$ cat src/sv/wibt_pkg.sv
// wibt_pkg: shared types and constants for the wildcard IPv4 ban table.
// No dependencies; imported by wibt_entry_eval, wildcard_ip_ban_table and wibt_checker.
`timescale 1ns / 1ps

package wibt_pkg;

    // Action codes on s_action
    localparam logic [1:0] ACT_LOOKUP = 2'd0;
    localparam logic [1:0] ACT_ADD    = 2'd1;
    localparam logic [1:0] ACT_REMOVE = 2'd2;
    localparam logic [1:0] ACT_CLEAR  = 2'd3;

    // Ban status codes on m_ban_status
    localparam logic [1:0] ST_NONE = 2'd0;
    localparam logic [1:0] ST_PERM = 2'd1;
    localparam logic [1:0] ST_TEMP = 2'd2;

    // Pattern octet that matches any address octet
    localparam logic [7:0] WILD_OCTET = 8'hFF;

    // Stored entry body: pattern above expiry
    typedef struct packed {
        logic [31:0] pattern;
        logic [31:0] expiry;
    } entry_t;

    // Verdict on one table entry during a scan
    typedef struct packed {
        logic       stop;       // scan ends at this entry
        logic       clr_valid;  // free this entry
        logic       set_valid;  // claim this entry (add)
        logic [1:0] status;
        logic       freed;
    } eval_t;

    // Control sequencer states
    typedef enum logic [4:0] {
        S_INIT  = 5'b00001,
        S_IDLE  = 5'b00010,
        S_SCAN  = 5'b00100,
        S_CLEAR = 5'b01000,
        S_DONE  = 5'b10000
    } state_t;

endpackage

$ cat src/sv/wibt_ram.sv
// wibt_ram: generic single-write, single-read RAM with a registered read port.
// No dependencies.
`timescale 1ns / 1ps

module wibt_ram #(
    parameter int WIDTH = 32,
    parameter int DEPTH = 64,
    localparam int AW = (DEPTH > 1) ? $clog2(DEPTH) : 1
) (
    input  logic             clk,
    input  logic             we,
    input  logic [AW-1:0]    waddr,
    input  logic [WIDTH-1:0] wdata,
    input  logic [AW-1:0]    raddr,
    output logic [WIDTH-1:0] rdata
);

    logic [WIDTH-1:0] mem [DEPTH];
    logic [WIDTH-1:0] rdata_reg;

    always_ff @(posedge clk) begin
        if (we) begin
            mem[waddr] <= wdata;
        end
        rdata_reg <= mem[raddr];
    end

    assign rdata = rdata_reg;

endmodule

$ cat src/sv/wibt_entry_eval.sv
// wibt_entry_eval: judges one table entry against the current action.
// Depends on wibt_pkg.
`timescale 1ns / 1ps

module wibt_entry_eval import wibt_pkg::*; (
    input  logic [1:0]  action,
    input  logic [31:0] key_addr,
    input  logic [31:0] now_time,
    input  logic        ent_valid,
    input  entry_t      ent,
    output eval_t       verdict
);

    logic [3:0] octet_ok;
    logic       wild_hit;
    logic       exact_hit;

    // Per-octet wildcard compare
    always_comb begin
        for (int k = 0; k < 4; k++) begin
            octet_ok[k] = (ent.pattern[8*k +: 8] == WILD_OCTET) ||
                          (ent.pattern[8*k +: 8] == key_addr[8*k +: 8]);
        end
    end

    assign wild_hit  = ent_valid && (&octet_ok);
    assign exact_hit = ent_valid && (ent.pattern == key_addr);

    always_comb begin
        verdict = '0;
        case (action)
            ACT_LOOKUP: begin
                if (wild_hit) begin
                    verdict.stop = 1'b1;
                    if (ent.expiry == 32'd0) begin
                        verdict.status = ST_PERM;
                    end else if (ent.expiry > now_time) begin
                        verdict.status = ST_TEMP;
                    end else begin
                        verdict.clr_valid = 1'b1;
                        verdict.freed     = 1'b1;
                    end
                end
            end
            ACT_ADD: begin
                if (!ent_valid) begin
                    verdict.stop      = 1'b1;
                    verdict.set_valid = 1'b1;
                end
            end
            ACT_REMOVE: begin
                verdict.clr_valid = exact_hit;
            end
            default: begin
                verdict = '0;
            end
        endcase
    end

endmodule

$ cat src/sv/wildcard_ip_ban_table.sv
// wildcard_ip_ban_table: top level of the wildcard IPv4 ban table.
// Depends on wibt_pkg, wibt_ram and wibt_entry_eval.
`timescale 1ns / 1ps

// One item is worked at a time. The table sits in two RAMs (valid bits and
// pattern/expiry), read one slot per cycle through a registered read port, so
// a lookup or add scans slots in order and ends at the deciding slot or at the
// last slot, while a remove scans every slot and frees each exact match.
// Clear sweeps every valid bit. After reset a clearing pass over every slot
// runs with s_ready low. A new item is taken as soon as the result is
// handed to the output register, even while that result waits for m_ready.
module wildcard_ip_ban_table import wibt_pkg::*; #(
    parameter int TABLE_DEPTH = 64
) (
    input  logic        aclk,
    input  logic        aresetn,
    input  logic        s_valid,
    output logic        s_ready,
    input  logic [1:0]  s_action,
    input  logic [31:0] s_ip_addr,
    input  logic [31:0] s_expire_time,
    input  logic [31:0] s_now_time,
    output logic        m_valid,
    input  logic        m_ready,
    output logic [1:0]  m_ban_status,
    output logic        m_expired_removed,
    output logic        m_op_ok
);

    localparam int AW = (TABLE_DEPTH > 1) ? $clog2(TABLE_DEPTH) : 1;
    localparam int CW = $clog2(TABLE_DEPTH + 1);
    localparam logic [AW-1:0] LAST_ADDR = AW'(TABLE_DEPTH - 1);
    localparam logic [CW-1:0] END_IDX   = CW'(TABLE_DEPTH);

    state_t        state_reg, state_next;
    logic [CW-1:0] idx_reg, idx_next;
    logic          chk_vld_reg, chk_vld_next;
    logic [AW-1:0] chk_addr_reg, chk_addr_next;

    // Latched item
    logic [1:0]  op_reg;
    logic [31:0] addr_reg;
    logic [31:0] exp_reg;
    logic [31:0] now_reg;

    // Result waiting for the output register
    logic [1:0] res_status_reg, res_status_next;
    logic       res_freed_reg, res_freed_next;
    logic       res_ok_reg, res_ok_next;

    logic       m_valid_reg;
    logic [1:0] m_status_reg;
    logic       m_freed_reg;
    logic       m_ok_reg;

    logic          issuing;
    logic          scan_end;
    logic          sweep_end;
    logic          out_load;
    logic          accept;
    logic [AW-1:0] rd_addr;

    logic          v_we;
    logic [AW-1:0] v_waddr;
    logic          v_wdata;
    logic          v_rdata;
    logic          d_we;
    entry_t        d_wdata;
    entry_t        d_rdata;
    eval_t         verdict;

    assign accept    = s_valid && s_ready;
    assign s_ready   = (state_reg == S_IDLE);
    assign rd_addr   = idx_reg[AW-1:0];
    assign issuing   = (state_reg == S_SCAN) && (idx_reg != END_IDX);
    assign scan_end  = (state_reg == S_SCAN) && chk_vld_reg &&
                       (verdict.stop || (chk_addr_reg == LAST_ADDR));
    assign sweep_end = (rd_addr == LAST_ADDR);
    assign out_load  = (state_reg == S_DONE) && (!m_valid_reg || m_ready);

    // Table memories
    wibt_ram #(.WIDTH(1), .DEPTH(TABLE_DEPTH)) u_valid_ram (
        .clk   (aclk),
        .we    (v_we),
        .waddr (v_waddr),
        .wdata (v_wdata),
        .raddr (rd_addr),
        .rdata (v_rdata)
    );

    wibt_ram #(.WIDTH($bits(entry_t)), .DEPTH(TABLE_DEPTH)) u_entry_ram (
        .clk   (aclk),
        .we    (d_we),
        .waddr (chk_addr_reg),
        .wdata (d_wdata),
        .raddr (rd_addr),
        .rdata (d_rdata)
    );

    wibt_entry_eval u_eval (
        .action    (op_reg),
        .key_addr  (addr_reg),
        .now_time  (now_reg),
        .ent_valid (v_rdata),
        .ent       (d_rdata),
        .verdict   (verdict)
    );

    // Write-back: sweeps clear valid bits, scans update the checked slot
    always_comb begin
        v_we    = 1'b0;
        v_waddr = chk_addr_reg;
        v_wdata = 1'b0;
        d_we    = 1'b0;
        d_wdata.pattern = addr_reg;
        d_wdata.expiry  = exp_reg;
        if (state_reg == S_INIT || state_reg == S_CLEAR) begin
            v_we    = 1'b1;
            v_waddr = rd_addr;
        end else if (state_reg == S_SCAN && chk_vld_reg) begin
            v_we    = verdict.clr_valid || verdict.set_valid;
            v_wdata = verdict.set_valid;
            d_we    = verdict.set_valid;
        end
    end

    // Sequencer
    always_comb begin
        state_next      = state_reg;
        idx_next        = idx_reg;
        chk_vld_next    = 1'b0;
        chk_addr_next   = chk_addr_reg;
        res_status_next = res_status_reg;
        res_freed_next  = res_freed_reg;
        res_ok_next     = res_ok_reg;
        case (state_reg)
            S_INIT: begin
                idx_next = idx_reg + 1'b1;
                if (sweep_end) begin
                    state_next = S_IDLE;
                end
            end
            S_IDLE: begin
                idx_next = '0;
                if (accept) begin
                    res_status_next = ST_NONE;
                    res_freed_next  = 1'b0;
                    res_ok_next     = 1'b1;
                    state_next      = (s_action == ACT_CLEAR) ? S_CLEAR : S_SCAN;
                end
            end
            S_SCAN: begin
                if (issuing) begin
                    idx_next      = idx_reg + 1'b1;
                    chk_vld_next  = 1'b1;
                    chk_addr_next = rd_addr;
                end
                if (scan_end) begin
                    chk_vld_next    = 1'b0;
                    res_status_next = verdict.stop ? verdict.status : ST_NONE;
                    res_freed_next  = verdict.stop && verdict.freed;
                    res_ok_next     = (op_reg != ACT_ADD) || verdict.stop;
                    state_next      = S_DONE;
                end
            end
            S_CLEAR: begin
                idx_next = idx_reg + 1'b1;
                if (sweep_end) begin
                    state_next = S_DONE;
                end
            end
            S_DONE: begin
                if (out_load) begin
                    state_next = S_IDLE;
                end
            end
            default: begin
                state_next = S_INIT;
                idx_next   = '0;
            end
        endcase
    end

    // Control registers
    always_ff @(posedge aclk) begin
        if (!aresetn) begin
            state_reg   <= S_INIT;
            idx_reg     <= '0;
            chk_vld_reg <= 1'b0;
            m_valid_reg <= 1'b0;
        end else begin
            state_reg   <= state_next;
            idx_reg     <= idx_next;
            chk_vld_reg <= chk_vld_next;
            if (out_load) begin
                m_valid_reg <= 1'b1;
            end else if (m_ready) begin
                m_valid_reg <= 1'b0;
            end
        end
    end

    // Payload registers
    always_ff @(posedge aclk) begin
        chk_addr_reg   <= chk_addr_next;
        res_status_reg <= res_status_next;
        res_freed_reg  <= res_freed_next;
        res_ok_reg     <= res_ok_next;
        if (accept) begin
            op_reg   <= s_action;
            addr_reg <= s_ip_addr;
            exp_reg  <= s_expire_time;
            now_reg  <= s_now_time;
        end
        if (out_load) begin
            m_status_reg <= res_status_reg;
            m_freed_reg  <= res_freed_reg;
            m_ok_reg     <= res_ok_reg;
        end
    end

    assign m_valid           = m_valid_reg;
    assign m_ban_status      = m_status_reg;
    assign m_expired_removed = m_freed_reg;
    assign m_op_ok           = m_ok_reg;

endmodule

$ cat config.mk
export PLATFORM = sky130hd
export DESIGN_NAME = wildcard_ip_ban_table
export DESIGN_NICKNAME = d
export VERILOG_FILES = /design/src/sv/wibt_pkg.sv /design/src/sv/wibt_ram.sv /design/src/sv/wibt_entry_eval.sv /design/src/sv/wildcard_ip_ban_table.sv
export SDC_FILE = /design/constraint.sdc
export NUM_CORES = 2
export LEC_CHECK = 0
export BUFFER_PORTS_ARGS = -buffer_cell sky130_fd_sc_hd__buf_2
export CELL_PAD_IN_SITES_DETAIL_PLACEMENT = 1
export CELL_PAD_IN_SITES_GLOBAL_PLACEMENT = 1
export CORE_ASPECT_RATIO = 0.6
export CORE_MARGIN = 5
export CORE_UTILIZATION = 45
export DETAILED_ROUTE_END_ITERATION = 8
export PLACE_DENSITY_LB_ADDON = 0.1
export SLEW_MARGIN = 5
export SYNTH_ARGS = -nofsm -noshare
export SYNTH_HDL_FRONTEND = slang
export SYNTH_HIERARCHICAL = 1
export SYNTH_MEMORY_MAX_BITS = 65536
export SYNTH_SLANG_ARGS = --single-unit
$ cat constraint.sdc
create_clock -name aclk -period 14.72 [get_ports aclk]
set_input_delay 2.944 -clock aclk [delete_from_list [all_inputs] [get_ports aclk]]
set_output_delay 2.944 -clock aclk [all_outputs]
set_load 0.03 [all_outputs]
* Word level (Yosys, flattened, before mapping)
Memories as Yosys holds them, arrays and structs flattened. A register that Yosys moved wholly into a read port is not among the register bits.
Cells that the tools add are included.
W data, S select, Z words.
** Operators by class
- Equality and inequality tests :: 27
- Add/sub/neg operators :: 1
- Bitwise operators :: 3
- Reductions and logical operators :: 29
- Magnitude comparators :: 1
- Mux-type cells :: 42
** Operator list (number)
- $eq A32 B32 Y1 :: 1
- $eq A8 B8 Y1 :: 4
- $eq A8 B8 Y1 const B :: 4
- $gt A32 B32 Y1 :: 1
- $logic_not A32 Y1 :: 1
- $mux W5 :: 5
- $pmux W5 S5 :: 1
- $pmux W7 S3 :: 1
- $mux W1 :: 19
- $eq A6 B6 Y1 const B :: 2
- $mux W2 :: 6
- $ne A2 B2 Y1 const B :: 5
- $logic_or A1 B1 Y1 :: 9
- $logic_and A1 B1 Y1 :: 8
- $pmux W1 S2 :: 4
- $add A7 B1 Y7 const B :: 1
- $mux W7 :: 1
- $ne A7 B7 Y1 const B :: 1
- $mux W3 :: 2
- $mux W6 :: 1
- $eq A5 B1 Y1 const B :: 1
- $eq A5 B2 Y1 const B :: 1
- $eq A5 B3 Y1 const B :: 1
- $eq A5 B4 Y1 const B :: 1
- other kinds (16) :: 22
** Storage, ports and cells
- Register bits :: 126
- Input port bits :: 102
- Output and inout bits :: 6
- Logic and storage cells :: 120
- Bits in writable memories :: 4160
- Memories kept :: 2
** Memories
- u_entry_ram.mem :: depth 64, width 64, rd ports 1, clocked after Yosys merged registers in 1, wr ports 1, line wibt_ram.sv:18 : logic [WIDTH-1:0] mem [DEPTH];
- u_valid_ram.mem :: depth 64, width 1, rd ports 1, clocked after Yosys merged registers in 1, wr ports 1, line wibt_ram.sv:18

* Depth between registers and ports, before layout
- Word-level depth :: 11
- Mapped depth :: 13
- Mapped depth without buffers :: 13

* Modules after synthesis
The synthesis kept the hierarchy.
** By module, submodules not included
- wibt_ram (u_entry_ram) :: instances 1, area an instance 156348.7 um2, cells each 6598
- wildcard_ip_ban_table :: instances 1, area an instance 4321.6 um2, cells each 227
- wibt_ram (u_valid_ram) :: instances 1, area an instance 2914.0 um2, cells each 204
- wibt_entry_eval :: instances 1, area an instance 1441.4 um2, cells each 199

* Least setup slack after synthesis
OpenSTA, ideal clock, no wires.
- Path type :: register to register
- From :: reg state_reg[4]
- To :: mem u_entry_ram/mem[49][0] (netlist bit), enable pin
- Path buffers :: 1
- Cell stages (with the launch flop) :: 8
- Setup slack :: 6.566 ns
- Period minus slack after synthesis :: 8.154 ns
- Data arrival time :: 7.589 ns
- Cells stage by stage :: dfxtp_1 buf_2 nor3_1 and3b_1 nand2_1 nor2_1 nand4_1 nor3_1
** Between the ends
- Cells in the longest elaborated chain, start to end :: 6
- Elaborated cells between the ends (all ways) :: 9
** Ends and longest elaborated chain
- from (decl) :: line wildcard_ip_ban_table.sv:35 : state_t state_reg, state_next;
- from (signal assigned) :: line wildcard_ip_ban_table.sv:192 : state_reg <= state_next;
- $eq A5 B3 Y1 :: line wildcard_ip_ban_table.sv:120 : end else if (state_reg == S_SCAN && chk_vld_reg) begin
- $logic_and A1 B1 Y1 :: line wildcard_ip_ban_table.sv:120
- $mux W1 :: line wildcard_ip_ban_table.sv:120
- $mux W1 * :: line wildcard_ip_ban_table.sv:117 : if (state_reg == S_INIT || state_reg == S_CLEAR) begin
- net d_we :: line wildcard_ip_ban_table.sv:67 : logic d_we;
- $mux W1 * :: line wibt_ram.sv:22 : if (we) begin
- $mux W1 (not written as such) * :: line wibt_ram.sv:23 : mem[waddr] <= wdata;
- to (decl) :: line wibt_ram.sv:18
The timed path passes the listed nets; every way through them passes the cells marked *.

==> impl_metrics.json <==
{
  "root_buffer": "clkbuf_16",
  "max_freq_mhz": 170.3,
  "cts.repair.resized": 0,
  "cts_buffers": 407,
  "place_hpwl_um": 290500,
  "syn2layout_area_growth_pct": 12.78,
  "wl_met3_um": 52920,
  "fin_nets": 7799,
  "hold_buffers": 0,
  "final_antenna_net_count": 0,
  "setup_viol": 0,
  "path_max_fanout": 71,
  "dr.pass1.iters": 5,
  "finalCritPeriodShare_pct": 39.88,
  "final_cell_mix": "edfxtp_1 (4272), mux4_2 (1034), clkbuf_16 (416)",
  "tritoncts": "yes",
  "worstSetupEndpointType": "register",
  "io_pins": 108,
  "finalWeightedCongestion": 0.8100,
  "synth_ff_type": "edfxtp_1",
  "setup_tns_ns": 0,
  "p_leak_uw": 0.05622,
  "grt_first_pass_wirelength_um": 699700,
  "worstHoldPathType": "register to register",
  "crit_arrival_ns": 6.45,
  "start_util_pct": 45.13,
  "synth_top_cell_by_area": "edfxtp_1",
  "final_common_cell": "edfxtp_1",
  "hold_violations": 0,
  "critPathRequiredTime_ns": 15.29,
  "wl_um": 508900,
  "track_usage_pct": 26.68,
  "synth_edf_count": 4272,
  "synth.distinct_cells": 67,
  "largest_reg_flops": 4096,
  "synth_top_area_share_pct": 77.74,
  "status": "completed",
  "fillers": 31530,
  "overflow": 0,
  "synth-seq-area-share_pct": 78.69,
  "wl_per_cell_um": 39.51,
  "power.density_nw_per_um2": 161.6,
  "antenna_found_initial": 37,
  "async_reset_ff_share_pct": 0,
  "coreArea_um2": 365600,
  "vias_per_cell": 6.428,
  "cap_violations": 0,
  "p_total_uw": 30070,
  "yosysWarnings": 6,
  "vias": 82800,
  "clock_sinks": 4351,
  "fp.dieW_um": 791.8,
  "cp-start-kind": "register",
  "rsz0062_at_grt": "no",
  "dieArea_um2": 379300,
  "htree_levels": 5,
  "syn_area_um2": 165000,
  "design_area_um2": 186100,
  "clk_path_buf_depth": 4,
  "drive_gt1_share_pct": 26.87,
  "place_area_um2": 172900,
  "drc": 0,
  "tightest_slew_ns": 1.453,
  "synth_nets": 7364,
  "drv_slew": 0,
  "path_class": "register to register",
  "top_layer": "met5",
  "ys_seq_elements": 4351,
  "drt-initial-drc-count": 11670,
  "syn-mean-instance-area_um2": 22.83,
  "wl_met2_um": 220800,
  "relSlewSlack_pct": 2.534,
  "clk_pin_slew_ns": 0.07,
  "finClkSkew_ns": 0.05149,
  "grt_pass1_vias": 83120,
  "rows": 172,
  "numPortBuffers": 107,
  "peakVddDrop_uv": 122.1,
  "synth_cells": 7228,
  "met1Wirelength_um": 224900,
  "grt_max_degree": 103,
  "fin_crit_ns": 5.871,
  "die_height_um": 479.1,
  "clock_latency_ns": 0.96,
  "postCtsSetupBuffers": 0,
  "synthTopCellsByArea": "edfxtp_1 (78%), mux4_2 (14%), dfxtp_1 (0.96%), mux2i_1 (0.82%), a22oi_1 (0.77%)"
}
[logic make-up (layout without fill, tap and decap cells)]
group	after synthesis	count (layout)	share of synthesized area [%]
AO/OA/AOI/OAI	567	567	2.604
XOR/XNOR	41	41	0.2176
adder cells (fa/ha/maj)	34	34	0.2578
buffers and inverters	444	1211	1.261
flip-flops	4351	4351	78.69
multiplexers	1181	1181	15.07
other	0	14	0
AND/OR/NAND/NOR	610	610	1.892
[cell type report]
cell class,count,area (µm²),share of cell area [%]
Tap cell,4872,6096,3.275
Timing Repair Buffer,412,3020,1.623
Clock inverter,228,2341,1.258
Antenna cell,14,35.03,0.01882
Sequential cell,4351,129900,69.78
Clock buffer,513,10850,5.832
Inverter,58,217.7,0.1170
Multi-Input combinational cell,2433,33680,18.10
[critical path: stages (launching register included)]
cell      delay (ns)
edfxtp_1        0.44
nor3b_1         0.99
nand2_1         0.23
nor2_4          0.17
buf_4           0.57
nand3_1         0.70
nor2_4          1.00
buf_4           0.61
buf_4           0.63
[layer usage]
layer,track usage [%],vias to the layer above
met1,42.28,46160
met2,38.24,4306
met4,5.092,2
li1,-,31760
met5,0,-
met3,6.024,580
[synth_stat cells, drive strengths merged, types with 58 or more instances]
cell type / count
a211oi: 66
inv: 58
mux2i: 136
o22ai: 83
dfxtp: 79
a22oi: 170
clkbuf: 150
mux4: 1041
edfxtp: 4272
nand2: 85
buf: 236
and3: 72
a22o: 88
nand3: 58
nor2: 202
[power breakdown]
part,leakage [µW],switching (µW),internal [µW]
logic,0.0108,3120,2540
registers,0.0389,211,13500
clock network,0.00645,4660,6030
total,0.0562,7990,22100
[through the flow]
stage | hold slack [ns] | std cells | util, % | setup slack [ns]
after floorplan | 0.4003 | 7228 | - | 6.566
after global placement | 0.4536 | 12120 | 47.27 | 8.453
after detailed placement | 0.4318 | 12130 | 47.28 | 8.943
after CTS | 0.4468 | 12870 | 50.89 | 8.884
after global routing | 0.4446 | 12870 | 50.89 | 8.737
final | 0.4425 | 12880 | 50.90 | 8.849
[path summary, 6_finish.rpt]
check                         start                      to  slack [ns]  cells after the start
setup reg to reg          op_reg[1]  u_entry_ram/mem[27][4]        8.85                      8
setup / recovery          op_reg[1]  u_entry_ram/mem[27][4]        8.85                      8
hold / removal    res_status_reg[0]         m_ban_status[0]        0.44                      0
hold reg to reg   res_status_reg[0]         m_ban_status[0]        0.44                      0
No activity file was read; power rests on OpenSTA's default activity.
